`config.mk`:
```
export PLATFORM = sky130hd
export DESIGN_NAME = length_framed_packet_receiver
export DESIGN_NICKNAME = d
export VERILOG_FILES = /design/src/hdl/lfpr_pkg.sv /design/src/hdl/length_framed_packet_receiver.sv /design/src/hdl/lfpr_front.sv /design/src/hdl/lfpr_queue.sv /design/src/hdl/lfpr_back.sv
export VERILOG_INCLUDE_DIRS = /design/src /design/src/hdl
export SDC_FILE = /design/constraint.sdc
export NUM_CORES = 1
export LEC_CHECK = 0
export ABC_AREA = 1
export BUFFER_PORTS_ARGS = -buffer_cell sky130_fd_sc_hd__buf_2
export CAP_MARGIN = 5
export CORE_UTILIZATION = 45
export DETAILED_ROUTE_END_ITERATION = 16
export SYNTH_ARGS = -nofsm -noshare
export SYNTH_HDL_FRONTEND = slang
export SYNTH_SLANG_ARGS = --single-unit
export TNS_END_PERCENT = 10
```
`constraint.sdc`:
```
create_clock -name clk -period 8.76 [get_ports clk]
set_input_delay 0.438 -clock clk [delete_from_list [all_inputs] [get_ports clk]]
set_output_delay 0.438 -clock clk [all_outputs]
set_load 0.01 [all_outputs]
```
`src/hdl/length_framed_packet_receiver_macros.svh`:
```
// Assertion macros shared by the length-framed packet receiver modules.
`ifndef LENGTH_FRAMED_PACKET_RECEIVER_MACROS_SVH
`define LENGTH_FRAMED_PACKET_RECEIVER_MACROS_SVH

// Same-cycle implication, clocked on clk, off while rst_n is low
`define LFPR_ASSERT_IMPL(label, ante, cons, msg) \
    label: assert property (@(posedge clk) disable iff (!rst_n) (ante) |-> (cons)) \
        else $error(msg);

// Next-cycle implication, clocked on clk, off while rst_n is low
`define LFPR_ASSERT_NEXT(label, ante, cons, msg) \
    label: assert property (@(posedge clk) disable iff (!rst_n) (ante) |=> (cons)) \
        else $error(msg);

`endif

```
`src/hdl/lfpr_pkg.sv`:
```
// Types and constants shared by the length-framed packet receiver modules.
package lfpr_pkg;

    // Receiver phase
    typedef enum logic [1:0] {
        PH_HUNT   = 2'd0,
        PH_SECOND = 2'd1,
        PH_FRAME  = 2'd2
    } phase_t;

    // Result status codes
    localparam logic [2:0] ST_ONGOING  = 3'd0;
    localparam logic [2:0] ST_COMPLETE = 3'd1;
    localparam logic [2:0] ST_OVERRUN  = 3'd2;
    localparam logic [2:0] ST_BAD_STOP = 3'd3;
    localparam logic [2:0] ST_TIMEOUT  = 3'd4;

    // Input kind carried on s_tuser
    localparam logic ACT_BYTE = 1'b0;
    localparam logic ACT_TICK = 1'b1;

    // Configuration register indexes
    localparam logic [2:0] CFG_FIRST_START  = 3'd0;
    localparam logic [2:0] CFG_SECOND_START = 3'd1;
    localparam logic [2:0] CFG_STOP         = 3'd2;
    localparam logic [2:0] CFG_LENGTH_OFF   = 3'd3;
    localparam logic [2:0] CFG_BODY_OFF     = 3'd4;
    localparam logic [2:0] CFG_MAX_FRAME    = 3'd5;
    localparam logic [2:0] CFG_TIMEOUT      = 3'd6;
    localparam logic [2:0] CFG_BIG_ENDIAN   = 3'd7;

    localparam int CFG_INDEX_W = 3;
    localparam int CFG_DATA_W  = 16;

    // Result field widths and output packing
    typedef logic [9:0] index_t;
    localparam int OUT_TDATA_W = 24;
    localparam int OUT_PAD_W   = 3;

    typedef struct packed {
        logic [7:0]  first_start_byte;
        logic [7:0]  second_start_byte;
        logic [7:0]  stop_byte;
        logic [9:0]  length_offset;
        logic [9:0]  body_offset;
        logic [9:0]  max_frame_bytes;
        logic [15:0] timeout_ticks;
        logic        length_big_endian;
    } cfg_t;

    localparam cfg_t CFG_RESET = '{
        first_start_byte:  8'd18,
        second_start_byte: 8'd52,
        stop_byte:         8'd10,
        length_offset:     10'd2,
        body_offset:       10'd4,
        max_frame_bytes:   10'd128,
        timeout_ticks:     16'd100,
        length_big_endian: 1'b0
    };

    // Classified beat passed from front to back
    typedef struct packed {
        logic       is_tick;
        logic [7:0] rx_byte;
        logic       first_hit;
        logic       second_hit;
        logic       stop_hit;
    } item_t;

endpackage

```
`src/hdl/length_framed_packet_receiver.sv`:
```
// Top level of the length-framed packet receiver: configuration registers and wiring.
//
// Takes one beat per clock cycle while the queue has room: each beat is classified on
// entry and queued in a two-entry queue, and the framing engine retires one queued beat
// per cycle. With the queue empty, a beat that yields a result passes the queue and the
// output register before it shows on m_tvalid; start bytes, ticks but a frame timeout and
// bytes outside a frame yield none. The engine retires a beat only while the output
// register is free or draining, so with m_tready low the queue fills and s_tready drops:
// in steady flow one more beat is taken after the output stalls, from an empty queue two.
// COUNT_BITS sets the frame byte counter; byte_index carries its low ten bits.
module length_framed_packet_receiver
#(
    parameter int COUNT_BITS  = 10,
    parameter int QUEUE_DEPTH = 2
)
(
    input  logic                                clk,
    input  logic                                rst_n,
    input  logic                                s_tvalid,
    output logic                                s_tready,
    input  logic [7:0]                          s_tdata,    // [7:0] rx_byte
    input  logic [0:0]                          s_tuser,    // [0] action
    output logic                                m_tvalid,
    input  logic                                m_tready,
    output logic [lfpr_pkg::OUT_TDATA_W-1:0]    m_tdata,    // [7:0] frame_byte,
                                                            // [17:8] byte_index,
                                                            // [20:18] status
    output logic                                m_tlast,    // last
    input  logic                                cfg_valid,
    output logic                                cfg_ready,
    input  logic [lfpr_pkg::CFG_INDEX_W-1:0]    cfg_index,
    input  logic [lfpr_pkg::CFG_DATA_W-1:0]     cfg_data
);

    lfpr_pkg::cfg_t     cfg_reg, cfg_next;
    lfpr_pkg::item_t    push_item, head_item;
    logic               push, q_full, pop, head_valid;

    assign cfg_ready = 1'b1;

    // Configuration register write
    always_comb
    begin
        cfg_next = cfg_reg;
        if (cfg_valid)
        begin
            unique case (cfg_index)
                lfpr_pkg::CFG_FIRST_START:  cfg_next.first_start_byte  = cfg_data[7:0];
                lfpr_pkg::CFG_SECOND_START: cfg_next.second_start_byte = cfg_data[7:0];
                lfpr_pkg::CFG_STOP:         cfg_next.stop_byte         = cfg_data[7:0];
                lfpr_pkg::CFG_LENGTH_OFF:   cfg_next.length_offset     = cfg_data[9:0];
                lfpr_pkg::CFG_BODY_OFF:     cfg_next.body_offset       = cfg_data[9:0];
                lfpr_pkg::CFG_MAX_FRAME:    cfg_next.max_frame_bytes   = cfg_data[9:0];
                lfpr_pkg::CFG_TIMEOUT:      cfg_next.timeout_ticks     = cfg_data[15:0];
                lfpr_pkg::CFG_BIG_ENDIAN:   cfg_next.length_big_endian = cfg_data[0];
                default:                    cfg_next = cfg_reg;
            endcase
        end
    end

    always_ff @(posedge clk or negedge rst_n)
    begin
        if (!rst_n)
        begin
            cfg_reg <= lfpr_pkg::CFG_RESET;
        end
        else
        begin
            cfg_reg <= cfg_next;
        end
    end

    // Front end: accept and classify
    lfpr_front u_front
    (
        .s_tvalid   (s_tvalid),
        .s_tready   (s_tready),
        .s_tdata    (s_tdata),
        .s_tuser    (s_tuser),
        .cfg        (cfg_reg),
        .q_full     (q_full),
        .push       (push),
        .push_item  (push_item)
    );

    // Beat queue
    lfpr_queue #(
        .DEPTH      (QUEUE_DEPTH)
    ) u_queue
    (
        .clk        (clk),
        .rst_n      (rst_n),
        .push       (push),
        .push_item  (push_item),
        .full       (q_full),
        .pop        (pop),
        .head_valid (head_valid),
        .head_item  (head_item)
    );

    // Back end: framing engine
    lfpr_back #(
        .COUNT_BITS (COUNT_BITS)
    ) u_back
    (
        .clk        (clk),
        .rst_n      (rst_n),
        .cfg        (cfg_reg),
        .head_valid (head_valid),
        .head_item  (head_item),
        .pop        (pop),
        .m_tvalid   (m_tvalid),
        .m_tready   (m_tready),
        .m_tdata    (m_tdata),
        .m_tlast    (m_tlast)
    );

endmodule

```
`src/hdl/lfpr_front.sv`:
```
// Front end: takes input beats, classifies them against the marker bytes.
module lfpr_front
(
    input  logic                s_tvalid,
    output logic                s_tready,
    input  logic [7:0]          s_tdata,    // [7:0] rx_byte
    input  logic [0:0]          s_tuser,    // [0] action
    input  lfpr_pkg::cfg_t      cfg,
    input  logic                q_full,
    output logic                push,
    output lfpr_pkg::item_t     push_item
);

    // Accept whenever the queue has room
    assign s_tready = !q_full;
    assign push     = s_tvalid && !q_full;

    // Marker compares do not depend on receiver state
    always_comb
    begin
        push_item.is_tick    = (s_tuser[0] == lfpr_pkg::ACT_TICK);
        push_item.rx_byte    = s_tdata;
        push_item.first_hit  = (s_tdata == cfg.first_start_byte);
        push_item.second_hit = (s_tdata == cfg.second_start_byte);
        push_item.stop_hit   = (s_tdata == cfg.stop_byte);
    end

endmodule

```
`src/hdl/lfpr_queue.sv`:
```
// Short queue of classified beats between the front and back ends.
`include "length_framed_packet_receiver_macros.svh"

module lfpr_queue
#(
    parameter int DEPTH = 2
)
(
    input  logic                clk,
    input  logic                rst_n,
    input  logic                push,
    input  lfpr_pkg::item_t     push_item,
    output logic                full,
    input  logic                pop,
    output logic                head_valid,
    output lfpr_pkg::item_t     head_item
);

    localparam int PTR_W = (DEPTH > 1) ? $clog2(DEPTH) : 1;
    localparam int CNT_W = $clog2(DEPTH + 1);

    lfpr_pkg::item_t  mem_reg [DEPTH];
    logic [PTR_W-1:0] wr_ptr_reg, wr_ptr_next;
    logic [PTR_W-1:0] rd_ptr_reg, rd_ptr_next;
    logic [CNT_W-1:0] cnt_reg, cnt_next;

    assign full       = (cnt_reg == CNT_W'(DEPTH));
    assign head_valid = (cnt_reg != '0);
    assign head_item  = mem_reg[rd_ptr_reg];

    // Pointer and fill count update
    always_comb
    begin
        wr_ptr_next = wr_ptr_reg;
        rd_ptr_next = rd_ptr_reg;
        cnt_next    = cnt_reg;
        if (push)
        begin
            wr_ptr_next = (wr_ptr_reg == PTR_W'(DEPTH - 1)) ? '0 : wr_ptr_reg + 1'b1;
        end
        if (pop)
        begin
            rd_ptr_next = (rd_ptr_reg == PTR_W'(DEPTH - 1)) ? '0 : rd_ptr_reg + 1'b1;
        end
        if (push && !pop)
        begin
            cnt_next = cnt_reg + 1'b1;
        end
        else if (pop && !push)
        begin
            cnt_next = cnt_reg - 1'b1;
        end
    end

    always_ff @(posedge clk or negedge rst_n)
    begin
        if (!rst_n)
        begin
            wr_ptr_reg <= '0;
            rd_ptr_reg <= '0;
            cnt_reg    <= '0;
        end
        else
        begin
            wr_ptr_reg <= wr_ptr_next;
            rd_ptr_reg <= rd_ptr_next;
            cnt_reg    <= cnt_next;
        end
    end

    // Storage, no reset
    always_ff @(posedge clk)
    begin
        if (push)
        begin
            mem_reg[wr_ptr_reg] <= push_item;
        end
    end

    `LFPR_ASSERT_IMPL(a_cnt_bound, 1'b1, cnt_reg <= CNT_W'(DEPTH), "queue count above depth")
    `LFPR_ASSERT_NEXT(a_push_grows, push && !pop, cnt_reg == $past(cnt_reg) + 1'b1, "push lost")

endmodule

```
`src/hdl/lfpr_back.sv`:
```
// Back end: framing engine and output register.
`include "length_framed_packet_receiver_macros.svh"

module lfpr_back
#(
    parameter int COUNT_BITS = 10
)
(
    input  logic                                clk,
    input  logic                                rst_n,
    input  lfpr_pkg::cfg_t                      cfg,
    input  logic                                head_valid,
    input  lfpr_pkg::item_t                     head_item,
    output logic                                pop,
    output logic                                m_tvalid,
    input  logic                                m_tready,
    output logic [lfpr_pkg::OUT_TDATA_W-1:0]    m_tdata,    // [7:0] frame_byte,
                                                            // [17:8] byte_index,
                                                            // [20:18] status
    output logic                                m_tlast     // last
);

    // Compare width covers count + 1 and body_offset + frame_length
    localparam int CMP_W = ((COUNT_BITS > 16) ? COUNT_BITS : 16) + 2;

    lfpr_pkg::phase_t       phase_reg, phase_next;
    logic [COUNT_BITS-1:0]  cnt_reg, cnt_next;
    logic [15:0]            elapsed_reg, elapsed_next;
    logic [7:0]             lfb_reg, lfb_next;
    logic [7:0]             lsb_reg, lsb_next;
    logic [15:0]            flen_reg, flen_next;

    logic                   out_valid_reg;
    logic [7:0]             out_byte_reg;
    lfpr_pkg::index_t       out_index_reg;
    logic [2:0]             out_status_reg;
    logic                   out_last_reg;

    // Per-beat decisions
    logic [CMP_W-1:0]       idx_w, n_w, body_w, max_w, loff_w;
    logic                   hit_a, hit_b, cnt_full, over, at_body, past_body;
    logic                   too_big, at_end, timed_out, in_frame_byte;
    logic [15:0]            len_formed;
    logic                   res_fire, res_last;
    logic [2:0]             res_status;
    logic [7:0]             res_byte;

    // Take a beat when the output register is free or draining
    assign pop = head_valid && (!out_valid_reg || m_tready);

    // Frame byte arithmetic
    always_comb
    begin
        idx_w      = CMP_W'(cnt_reg);
        n_w        = idx_w + 1'b1;
        body_w     = CMP_W'(cfg.body_offset);
        max_w      = CMP_W'(cfg.max_frame_bytes);
        loff_w     = CMP_W'(cfg.length_offset);
        hit_a      = (idx_w == loff_w);
        hit_b      = (idx_w == loff_w + 1'b1);
        lfb_next   = hit_a ? head_item.rx_byte : lfb_reg;
        lsb_next   = (!hit_a && hit_b) ? head_item.rx_byte : lsb_reg;
        len_formed = cfg.length_big_endian ? {lfb_next, lsb_next} : {lsb_next, lfb_next};
        cnt_full   = &cnt_reg;
        over       = cnt_full || (n_w >= max_w);
        at_body    = (n_w == body_w);
        past_body  = (n_w > body_w);
        too_big    = (CMP_W'(flen_reg) >= max_w);
        at_end     = (n_w > body_w + CMP_W'(flen_reg));
        timed_out  = (elapsed_reg >= cfg.timeout_ticks);
        in_frame_byte = (phase_reg == lfpr_pkg::PH_FRAME) && !head_item.is_tick;
    end

    // Result selection
    always_comb
    begin
        res_fire   = 1'b0;
        res_last   = 1'b0;
        res_status = lfpr_pkg::ST_ONGOING;
        res_byte   = head_item.rx_byte;
        if (phase_reg == lfpr_pkg::PH_FRAME)
        begin
            if (head_item.is_tick)
            begin
                if (timed_out)
                begin
                    res_fire   = 1'b1;
                    res_last   = 1'b1;
                    res_status = lfpr_pkg::ST_TIMEOUT;
                    res_byte   = '0;
                end
            end
            else
            begin
                res_fire = 1'b1;
                priority if (over)
                begin
                    res_last   = 1'b1;
                    res_status = lfpr_pkg::ST_OVERRUN;
                end
                else if (at_body)
                begin
                    res_status = lfpr_pkg::ST_ONGOING;
                end
                else if (past_body && too_big)
                begin
                    res_last   = 1'b1;
                    res_status = lfpr_pkg::ST_OVERRUN;
                end
                else if (past_body && at_end)
                begin
                    res_last   = 1'b1;
                    res_status = head_item.stop_hit ? lfpr_pkg::ST_COMPLETE
                                                    : lfpr_pkg::ST_BAD_STOP;
                end
                else
                begin
                    res_status = lfpr_pkg::ST_ONGOING;
                end
            end
        end
    end

    // Next phase
    always_comb
    begin
        phase_next = phase_reg;
        if (pop)
        begin
            unique case (phase_reg)
                lfpr_pkg::PH_HUNT:
                begin
                    if (!head_item.is_tick && head_item.first_hit)
                    begin
                        phase_next = lfpr_pkg::PH_SECOND;
                    end
                end
                lfpr_pkg::PH_SECOND:
                begin
                    if (head_item.is_tick)
                    begin
                        if (timed_out)
                        begin
                            phase_next = lfpr_pkg::PH_HUNT;
                        end
                    end
                    else
                    begin
                        phase_next = head_item.second_hit ? lfpr_pkg::PH_FRAME
                                                          : lfpr_pkg::PH_HUNT;
                    end
                end
                lfpr_pkg::PH_FRAME:
                begin
                    if (res_last)
                    begin
                        phase_next = lfpr_pkg::PH_HUNT;
                    end
                end
                default:
                begin
                    phase_next = lfpr_pkg::PH_HUNT;
                end
            endcase
        end
    end

    // Counters and length bytes
    always_comb
    begin
        cnt_next     = cnt_reg;
        elapsed_next = elapsed_reg;
        flen_next    = flen_reg;
        if (pop)
        begin
            if (head_item.is_tick)
            begin
                if (phase_reg != lfpr_pkg::PH_HUNT && !timed_out)
                begin
                    elapsed_next = elapsed_reg + 1'b1;
                end
            end
            else
            begin
                unique case (phase_reg)
                    lfpr_pkg::PH_HUNT:
                    begin
                        if (head_item.first_hit)
                        begin
                            elapsed_next = '0;
                        end
                    end
                    lfpr_pkg::PH_SECOND:
                    begin
                        if (head_item.second_hit)
                        begin
                            cnt_next     = COUNT_BITS'(2);
                            elapsed_next = '0;
                            flen_next    = '0;
                        end
                    end
                    lfpr_pkg::PH_FRAME:
                    begin
                        if (!over)
                        begin
                            cnt_next = cnt_reg + 1'b1;
                            if (at_body)
                            begin
                                flen_next = len_formed;
                            end
                        end
                    end
                    default:
                    begin
                        cnt_next = cnt_reg;
                    end
                endcase
            end
        end
    end

    always_ff @(posedge clk or negedge rst_n)
    begin
        if (!rst_n)
        begin
            phase_reg     <= lfpr_pkg::PH_HUNT;
            cnt_reg       <= '0;
            elapsed_reg   <= '0;
            lfb_reg       <= '0;
            lsb_reg       <= '0;
            flen_reg      <= '0;
            out_valid_reg <= 1'b0;
        end
        else
        begin
            phase_reg   <= phase_next;
            cnt_reg     <= cnt_next;
            elapsed_reg <= elapsed_next;
            flen_reg    <= flen_next;
            // Length bytes cleared at frame start, captured inside the frame
            if (pop && !head_item.is_tick && phase_reg == lfpr_pkg::PH_SECOND
                && head_item.second_hit)
            begin
                lfb_reg <= '0;
                lsb_reg <= '0;
            end
            else if (pop && in_frame_byte)
            begin
                lfb_reg <= lfb_next;
                lsb_reg <= lsb_next;
            end
            // Output register valid
            if (pop)
            begin
                out_valid_reg <= res_fire;
            end
            else if (m_tready)
            begin
                out_valid_reg <= 1'b0;
            end
        end
    end

    // Output payload, no reset
    always_ff @(posedge clk)
    begin
        if (pop && res_fire)
        begin
            out_byte_reg   <= res_byte;
            out_index_reg  <= lfpr_pkg::index_t'(cnt_reg);
            out_status_reg <= res_status;
            out_last_reg   <= res_last;
        end
    end

    assign m_tvalid = out_valid_reg;
    assign m_tdata  = {{lfpr_pkg::OUT_PAD_W{1'b0}}, out_status_reg, out_index_reg, out_byte_reg};
    assign m_tlast  = out_last_reg;

    `LFPR_ASSERT_NEXT(a_last_to_hunt, pop && res_fire && res_last,
        phase_reg == lfpr_pkg::PH_HUNT, "frame not closed after last result")
    `LFPR_ASSERT_IMPL(a_status_last, out_valid_reg,
        out_last_reg == (out_status_reg != lfpr_pkg::ST_ONGOING), "status and last disagree")
    `LFPR_ASSERT_IMPL(a_count_floor, phase_reg == lfpr_pkg::PH_FRAME,
        cnt_reg >= COUNT_BITS'(2), "byte count below start pair in frame")

endmodule
```
==> results of run 1 <==
[power by group]
part | internal [W] | switching [W]
clock | 0.000395 | 0.000342
sequential | 0.00108 | 0.000182
combinational | 0.000459 | 0.000866
[path summary, 6_finish.rpt]
check | from | endpoint | slack [ps] | cells past startpoint
min | rst_n | u_back.lfb_reg[3] | 50 | 1
max | u_back.cnt_reg[0] | u_back.flen_reg[2] | 4940 | 16
max in group asynchronous | rst_n | u_back.elapsed_reg[10] | 7470 | 2
min reg2reg | cfg_reg[10] | cfg_reg[10] | 490 | 2
max reg2reg | u_back.cnt_reg[0] | u_back.flen_reg[2] | 4940 | 16
min in group clk | s_tuser | u_queue.mem_reg[1][11] | 200 | 1
[critical path, delay by kind of cell, from the launching register on]
family,cells,cell delay (ps)
AOI/OAI and AO/OA,3,730
xor gates and xnor gates,1,380
adders and majority gates,1,330
buffers and inverters,2,190
DFF,1,520
and+or+nand+nor,9,1540
[through the flow]
stage | instance area, um2 | utilization
floorplan | 10600 | -
global placement | 11100 | 0.486
detailed placement | 11100 | 0.486
CTS | 11700 | 0.510
global route | 11700 | 0.510
finish | 11700 | 0.510
[layout make-up]
| class | instances | area share |
|---|---|---|
| Multi-Input combinational cell | 905 | 0.426 |
| Sequential cell | 182 | 0.412 |
| Inverter | 173 | 0.0558 |
| Clock buffer | 22 | 0.0408 |
| Tap cell | 313 | 0.0336 |
| Timing Repair Buffer | 57 | 0.0252 |
| Clock inverter | 10 | 0.00730 |
[routing by layer]
metal | GRT usage | wire length (um) | share of wire | vias up
li1 | - | - | - | 4274
met4 | 0.0784 | 726 | 0.027 | 0
met2 | 0.367 | 12200 | 0.45 | 185
met5 | 0 | 0 | 0 | -
met3 | 0.0390 | 1080 | 0.040 | 36
met1 | 0.325 | 12900 | 0.48 | 3903
[cells in the final DEF (no fill, tap or decap), drive strengths merged, types with 2 or more instances in the layout]
master,count
xnor2,37
nor3,14
clkbuf,22
a21o,6
edfxtp,46
inv,176
clkinvlp,2
nand3,73
dfstp,13
conb,4
xor2,31
o22ai,17
o21ai,124
or2,10
and2,2
a21oi,40
and3,5
nor4,9
nor2,92
o21bai,2
nand2,346
clkinv,5
ha,71
buf,57
nand4,17
a31oi,2
dfrtp,123
[logic make-up after synthesis]
kind of cell,synth area share
xor+xnor,0.0563
fa+ha+maj,0.0858
buf+inv,0.0782
other cells,0.000709
flops,0.454
simple gates,0.228
compound gates,0.0975
==> impl_metrics.toml, run 1 <==
[sta]
rsz0062_at_grt = "no"
fin_crit_ps = 3820
setup_viol = 0
fmax_ghz = 0.262
finalMaxSlewViolations = 0
final_hold_viol_count = 0
whs_ps = 47.0
setup_ws_ps = 4940
worst_slew_pin_slew_ps = 1130
maxSlewHeadroom = 0.247
skew_ps = 18.6
finalSetupTns_ps = 0
fin_crit_sh = 0.436

[pwr]
irDropWorstVdd_mv = 0.147
powerDensity_nw_per_um2 = 285
power_w = 0.00333
leakagePower_nw = 5.77

[finish]
multi_input_area_um2 = 4960
ff_latch_area_um2 = 4800
fillCellCount = 2288
area_delta_synth_final_pct = 10.2
fin_nets = 1441
largest_register_ffs = 71
num_antenna_cells = 0
layout-drive-gt1-share = 0.0979
finalNonFillerCells = 1662

[yosys]
synth_cell_types = 45
synth_ff_type = "dfrtp_1"
netlist.area_leader.share = 0.291
avgSynthCellArea_um2 = 8.19
yosysMostFrequentCell = "nand2_1"
synthTopCellsByCount = "345 x nand2_1, 161 x inv_1, 123 x dfrtp_1"
synth_edf_count = 46
synth-seq-cells = 182
yosysSeqAreaShare = 0.454
syn-cell-area_um2 = 10600
yosysTopAreaCell = "dfrtp_1"
yosys_warnings = 0
synthArstFlopShare = 0.747
synth.area.top_cells = "dfrtp_1 29%, edfxtp_1 13%, nand2_1 12%, ha_1 8.4%, inv_1 5.7%"
synthCells = 1293

[worst_setup_path]
cp_slowest_stage_delay_ps = 520
worst_setup_path_end_kind = "flop"
crit_arrival_ps = 4120
slowest_stage = "dfrtp_1"
worst-setup-path-type = "flop to flop"
cp_max_fo = 22
startpoint_type = "flop"
cp_cell_sequence = "inv_1, nor3_1, inv_1, nor2_1, nand3_1, nor2_1, xor2_1, ha_1, a21o_1, a21oi_1, and3_1, nand3_2, a21oi_4, nand2_2, nand2_1, nand2_1"
required_ps = 9060

[clocking]
cts_tree = "built"
clock-sinks = 182
insertion_delay_ps = 430
cts_resized = 0
tritoncts.num_buffers = 17
clock_path_buffers = 2
cts_max_level = 4
clock-root-buffer = "clkbuf_16"
ctsHoldBuffers = 0
cts_setup_buffers = 0
clkTransAtPathRegs_ps = 80

[status]
status = "completed"

[routing]
via_per_inst = 5.05
wire_per_inst_um = 16.2
drtPass1Iterations = 5
vias = 8398
routed_wl_um = 26900
drt_iter0_markers = 554
ant_nets = 0
drc = 0

[floorplanning]
die_w_um = 155
initial_utilization = 0.463
num_io_pins = 61
fp-row-count = 55
die-area_um2 = 24100
die_h_um = 155
fp.coreArea_um2 = 22800

[global_route]
grt_overflow = 0
grt_start_max_net_pins = 83
antenna_found_initial = 0
grt_usage = 0.233
grt_pass1_wl_um = 42800
first_global_vias = 7854

[run]
cap_violations = 0

[min_path]
hold_class = "input pin to async pin"

[placed_design]
hpwl_um = 20300
dpl.cell_count = 1630
place_ws_ps = 5040
gp_congestion = 0.912
portBuffers = 56
Power figures use the tool's default switching activity.
==> run 2, diff against run 1 <==
--- a/config.mk
+++ b/config.mk
@@ -6,7 +6,7 @@
 export SDC_FILE = /design/constraint.sdc
 export NUM_CORES = 1
 export LEC_CHECK = 0
-export ABC_AREA = 1
+export ABC_AREA = 0
 export BUFFER_PORTS_ARGS = -buffer_cell sky130_fd_sc_hd__buf_2
 export CAP_MARGIN = 5
 export CORE_UTILIZATION = 45
==> constraint.sdc (replaced) <==
create_clock -name clk -period 3.6 [get_ports clk]
set_input_delay 0.18 -clock clk [delete_from_list [all_inputs] [get_ports clk]]
set_output_delay 0.18 -clock clk [all_outputs]
set_load 0.01 [all_outputs]
==> impl_metrics.toml, run 2 <==
[status]
status = "finished with violations"
failed_checks = "DRC, setup timing"

[worst_setup_path]
worst-setup-path-type = "flop to flop"
cpMostUsedCell = "a21oi_2"
path_buf_inv = 2
worst_setup_path_end_kind = "flop"
ff2ff_setup_slack_ps = -90
required_ps = 3900
cp_cell_sequence = "ha_4, o21ai_1, o21bai_1, a21oi_2, buf_4, o21bai_4, a21oi_2, xor2_1, ha_1, nand4_1, or2_4, o22ai_2, or3_4, nor4_4, o2111ai_2, a21oi_2, buf_4, o311a_1"
cp_top_family = "compound AO/OA/AOI/OAI gates"
startpoint_type = "flop"
slowest_stage = "dfstp_2"
cp_slowest_stage_delay_ps = 570
crit_arrival_ps = 3990
cp_max_fo = 3

[floorplanning]
initial_utilization = 0.462
fp-row-count = 54
die-area_um2 = 23200
num_io_pins = 61
die_w_um = 152
fp.coreArea_um2 = 22000
die_h_um = 152

[clocking]
tritoncts.num_buffers = 17
insertion_delay_ps = 430
cts_tree = "built"
clock_path_buffers = 2
clock-root-buffer = "clkbuf_16"
clock-sinks = 182
cts_max_level = 4
clkTransAtPathRegs_ps = 70

[sta]
worst_slew_pin_slew_ps = 1110
whs_ps = 28.4
skew_ps = 14.9
maxSlewHeadroom = 0.255
setup_viol = 4
rsz0062_at_grt = "yes"
final_hold_viol_count = 0
setup_ws_ps = -93.9
fin_crit_ps = 3690
finalMaxSlewViolations = 0
fmax_ghz = 0.271
fin_crit_sh = 1.03

[yosys]
netlist.area_leader.share = 0.302
synth_edf_count = 46
yosysTopAreaCell = "dfrtp_1"
yosys_warnings = 0
synthCells = 943
yosysSeqAreaShare = 0.471
avgSynthCellArea_um2 = 10.8
synthArstFlopShare = 0.747
synth-seq-cells = 182
synth.area.top_cells = "dfrtp_1 30%, edfxtp_1 14%, ha_1 8.7%, mux2_2 8.0%, xnor2_1 4.0%"
synthTopCellsByCount = "123 x dfrtp_1, 73 x o21ai_0, 72 x mux2_2"
yosysMostFrequentCell = "dfrtp_1"
synth_ff_type = "dfrtp_1"
synth_cell_types = 64
syn-cell-area_um2 = 10200

[global_route]
first_global_vias = 7414
grt_start_max_net_pins = 102
grt_overflow = 0
antenna_found_initial = 1
grt_pass1_wl_um = 40100
grt_usage = 0.225

[pwr]
powerDensity_nw_per_um2 = 773
irDropWorstVdd_mv = 0.361
leakagePower_nw = 5.18

[routing]
via_per_inst = 5.53
vias = 7497
routed_wl_um = 25200
drtPass1Iterations = 13
drt_iter0_markers = 386
ant_nets = 0
wire_per_inst_um = 18.6
drc = 2

[finish]
final_cell_area_um2 = 12000
fin_nets = 1167
layout_common_cells = "122 x dfrtp_1, 72 x mux2_2, 71 x o21ai_0"
mostFrequentLayoutCell = "dfrtp_1"
area_delta_synth_final_pct = 18.1
layout-drive-gt1-share = 0.256
largest_register_ffs = 71
finalNonFillerCells = 1356

[placed_design]
hpwl_um = 18700
portBuffers = 56
place_ws_ps = -195
dpl.cell_count = 1308
postPlaceCellArea_um2 = 11200
gp_congestion = 0.871

[run]
cap_violations = 0

[min_path]
hold_class = "input pin to flop"
==> run 2: cell count changes in the layout (fill, tap and decap cells not counted), sizes merged, moves of 21 or more <==
cell	previous run	this run
o21ai	124	85
nand2	346	51
mux2i	0	21
nor2	92	46
buf	57	122
nand3	73	28
inv	176	72
mux2	0	72
==> run 2: kinds of logic (layout without fill, tap and decap cells) <==
logic type	count (synthesis)	in the layout	synth area share
fa+ha+maj	72	72	0.0892
simple gates	219	219	0.109
mux	93	93	0.101
xor+xnor	61	61	0.0525
flops	182	182	0.471
compound gates	217	217	0.138
other cells	2	5	0.000738
buf+inv	97	227	0.0392
==> run 2: worst paths after layout <==
| check | start | end | depth (start not counted) |
|---|---|---|---|
| worst max-delay path | cfg_reg[29] | u_back.m_tlast | 18 |
| worst min-delay path | s_tdata[4] | u_queue.mem_reg[1][7] | 1 |
| worst max register to register | cfg_reg[29] | u_back.m_tlast | 18 |
| worst min register to register | u_back.lfb_reg[1] | u_back.lfb_reg[1] | 2 |
| max in group asynchronous | rst_n | cfg_reg[50] | 3 |
| min in group asynchronous | rst_n | u_back.cnt_reg[2] | 2 |
==> run 2: metal layers <==
metal / share of wire / track usage / up-vias
met5: 0 / 0 / -
met4: 0.022 / 0.0818 / 0
met3: 0.036 / 0.0367 / 33
met2: 0.46 / 0.362 / 158
met1: 0.48 / 0.308 / 3635
li1: - / - / 3671
==> run 2: power breakdown <==
part	internal, W	switching, W	total [W]
clock	0.000959	0.000840	0.00180
combinational	0.00196	0.00239	0.00435
sequential	0.00275	0.000402	0.00315
==> run 2: metrics by stage <==
stage | setup TNS, ps | util | total power, W
after global routing | -918 | 0.546 | 0.00993
after detailed placement | -674 | 0.506 | 0.00719
after floorplan | 0 | - | 0.00578
final | -220 | 0.546 | 0.00930
after CTS | -113 | 0.540 | 0.00915
after global placement | -296 | 0.506 | 0.00712
==> run 2: final cells by class <==
class	count	area [um2]
antenna	1	2.50
fill	1960	10000
tap	280	350
clock inverter	11	86.3
timing repair buffer	130	895
multi-input combinational	666	5170
sequential	182	4800
inverter	65	244
clock buffer	21	472
==> run 2: repair_timing <==
item,CTS,global route
hold buffers,8,0
setup buffers,5,2
endpoints found under the hold margin,94,0
gates cloned,0,0
gates resized for setup,15,23
pin swaps,21,12
endpoints found under the setup margin,4,21
==> run 3, diff against run 2 <==
--- a/config.mk
+++ b/config.mk
@@ -9,8 +9,10 @@
 export ABC_AREA = 0
 export BUFFER_PORTS_ARGS = -buffer_cell sky130_fd_sc_hd__buf_2
 export CAP_MARGIN = 5
+export CORE_MARGIN = 1.5
 export CORE_UTILIZATION = 45
 export DETAILED_ROUTE_END_ITERATION = 16
+export MAX_ROUTING_LAYER = met4
 export SYNTH_ARGS = -nofsm -noshare
 export SYNTH_HDL_FRONTEND = slang
 export SYNTH_SLANG_ARGS = --single-unit
==> impl_metrics.toml, run 3 (synthesis gave the netlist of run 2 again) <==
[status]
status = "finished with violations"
failed_checks = "setup timing"

[sta]
maxSlewHeadroom = 0.272
setup_ws_ps = -197
finalMaxSlewViolations = 0
finalSetupTns_ps = -495
whs_ps = 24.1
worst_slew_pin_slew_ps = 1080
setup_viol = 4
fin_crit_sh = 1.05
rsz0062_at_grt = "yes"
skew_ps = 14.3
fin_crit_ps = 3800
fmax_ghz = 0.263
final_hold_viol_count = 0

[run]
cap_violations = 0

[floorplanning]
die-area_um2 = 23500
fp.coreArea_um2 = 22000
die_w_um = 153
fp-row-count = 54
die_h_um = 153
num_io_pins = 61
initial_utilization = 0.462

[placed_design]
hpwl_um = 18500
gp_congestion = 0.921
portBuffers = 56
dpl.cell_count = 1306
place_ws_ps = -228

[routing]
vias = 7528
routed_wl_um = 25100
wl_met2_um = 11900
top_layer = "met4"
drtPass1Iterations = 5
drc = 0
drt_iter0_markers = 359
wire_per_inst_um = 18.5
wl_met1_um = 11800
ant_nets = 0
via_per_inst = 5.56
wl_met3_um = 1010

[worst_setup_path]
crit_arrival_ps = 4090
startpoint_type = "flop"
cp_max_fo = 3
worst-setup-path-type = "flop to flop"
worst_setup_path_end_kind = "flop"
required_ps = 3890

[pwr]
irDropWorstVdd_mv = 0.381
leakagePower_nw = 5.16
powerDensity_nw_per_um2 = 770

[clocking]
insertion_delay_ps = 430
clock-sinks = 182
clock-root-buffer = "clkbuf_16"
cts_max_level = 4
clock_path_buffers = 2
clkTransAtPathRegs_ps = 70
tritoncts.num_buffers = 17
cts_tree = "built"

[finish]
fin_nets = 1165
area_delta_synth_final_pct = 17.8
largest_register_ffs = 71
finalNonFillerCells = 1353
mostFrequentLayoutCell = "dfrtp_1"
layout-drive-gt1-share = 0.250
num_antenna_cells = 0
layout_common_cells = "123 x dfrtp_1, 72 x mux2_2, 71 x o21ai_0"

[global_route]
antenna_found_initial = 0
grt_pass1_wl_um = 40200
grt_overflow = 0
grt_start_max_net_pins = 112
grt_usage = 0.228
first_global_vias = 7390

[min_path]
hold_class = "input pin to flop"
## run 3: cell types whose count changed in the layout (fill, tap and decap cells not counted), sizes merged
cell / delta
buf: -2
diode: -1
clkinv: +1
inv: -1
## run 3: through the flow
step            util  total power (W)  instance area, um2
2_1_floorplan      -          0.00578               10200
4_1_cts        0.537          0.00908               11800
6_report       0.545          0.00924               12000
3_3_place_gp   0.506          0.00710               11100
5_1_grt        0.545          0.00990               12000
3_5_place_dp   0.506          0.00717               11100
## run 3: worst paths after layout
path                               startpoint                endpoint  slack [ps]  cells past startpoint
max                        u_back.flen_reg[0]          u_back.m_tlast        -200                     19
min                                s_tdata[4]   u_queue.mem_reg[0][7]          20                      1
max reg2reg                u_back.flen_reg[0]          u_back.m_tlast        -200                     19
min reg2reg                 u_back.lfb_reg[1]       u_back.lfb_reg[1]         480                      2
max in group asynchronous               rst_n       u_back.cnt_reg[8]        2230                      3
min in group asynchronous               rst_n  u_back.elapsed_reg[12]         440                      2
## run 3: timing repair
action | 4_1_cts | 5_1_grt
endpoints found under the setup margin | 4 | 21
pin swaps | 18 | 19
hold buffers | 8 | 0
gates resized for setup | 10 | 21
hold endpoints to repair | 104 | 0
buffers inserted | 3 | 4
## run 3: routing by layer
layer | global-route usage | vias to the layer above
met5 | - | -
met4 | 0.0596 | 0
met3 | 0.0360 | 27
met2 | 0.367 | 176
met1 | 0.300 | 3658
li1 | - | 3667
## run 3: final cells by class
class                      instances  area, um2
fill                            1938      10000
multi-input combinational        666       5170
sequential                       182       4800
timing repair buffer             128        872
clock buffer                      21        472
tap                              280        350
inverter                          65        244
clock inverter                    11       87.6
## run 3: report_power, final
group	switching [W]	internal, W
sequential	0.000411	0.00275
combinational	0.00235	0.00192
clock	0.000848	0.000960
## run 3: worst max-delay path, stage by stage (launching register included)
cell and delay, ps:
dfrtp_1 390, ha_2 190, buf_4 130, a211oi_2 170
o21bai_1 130, a21oi_2 180, buf_4 130, o21bai_1 60
a21oi_1 170, xor2_1 180, ha_1 270, nand4_1 100
or2_4 140, o22ai_2 50, or3_4 400, nor4_4 240
o2111ai_2 180, a21oi_2 190, buf_4 170, o311a_1 180
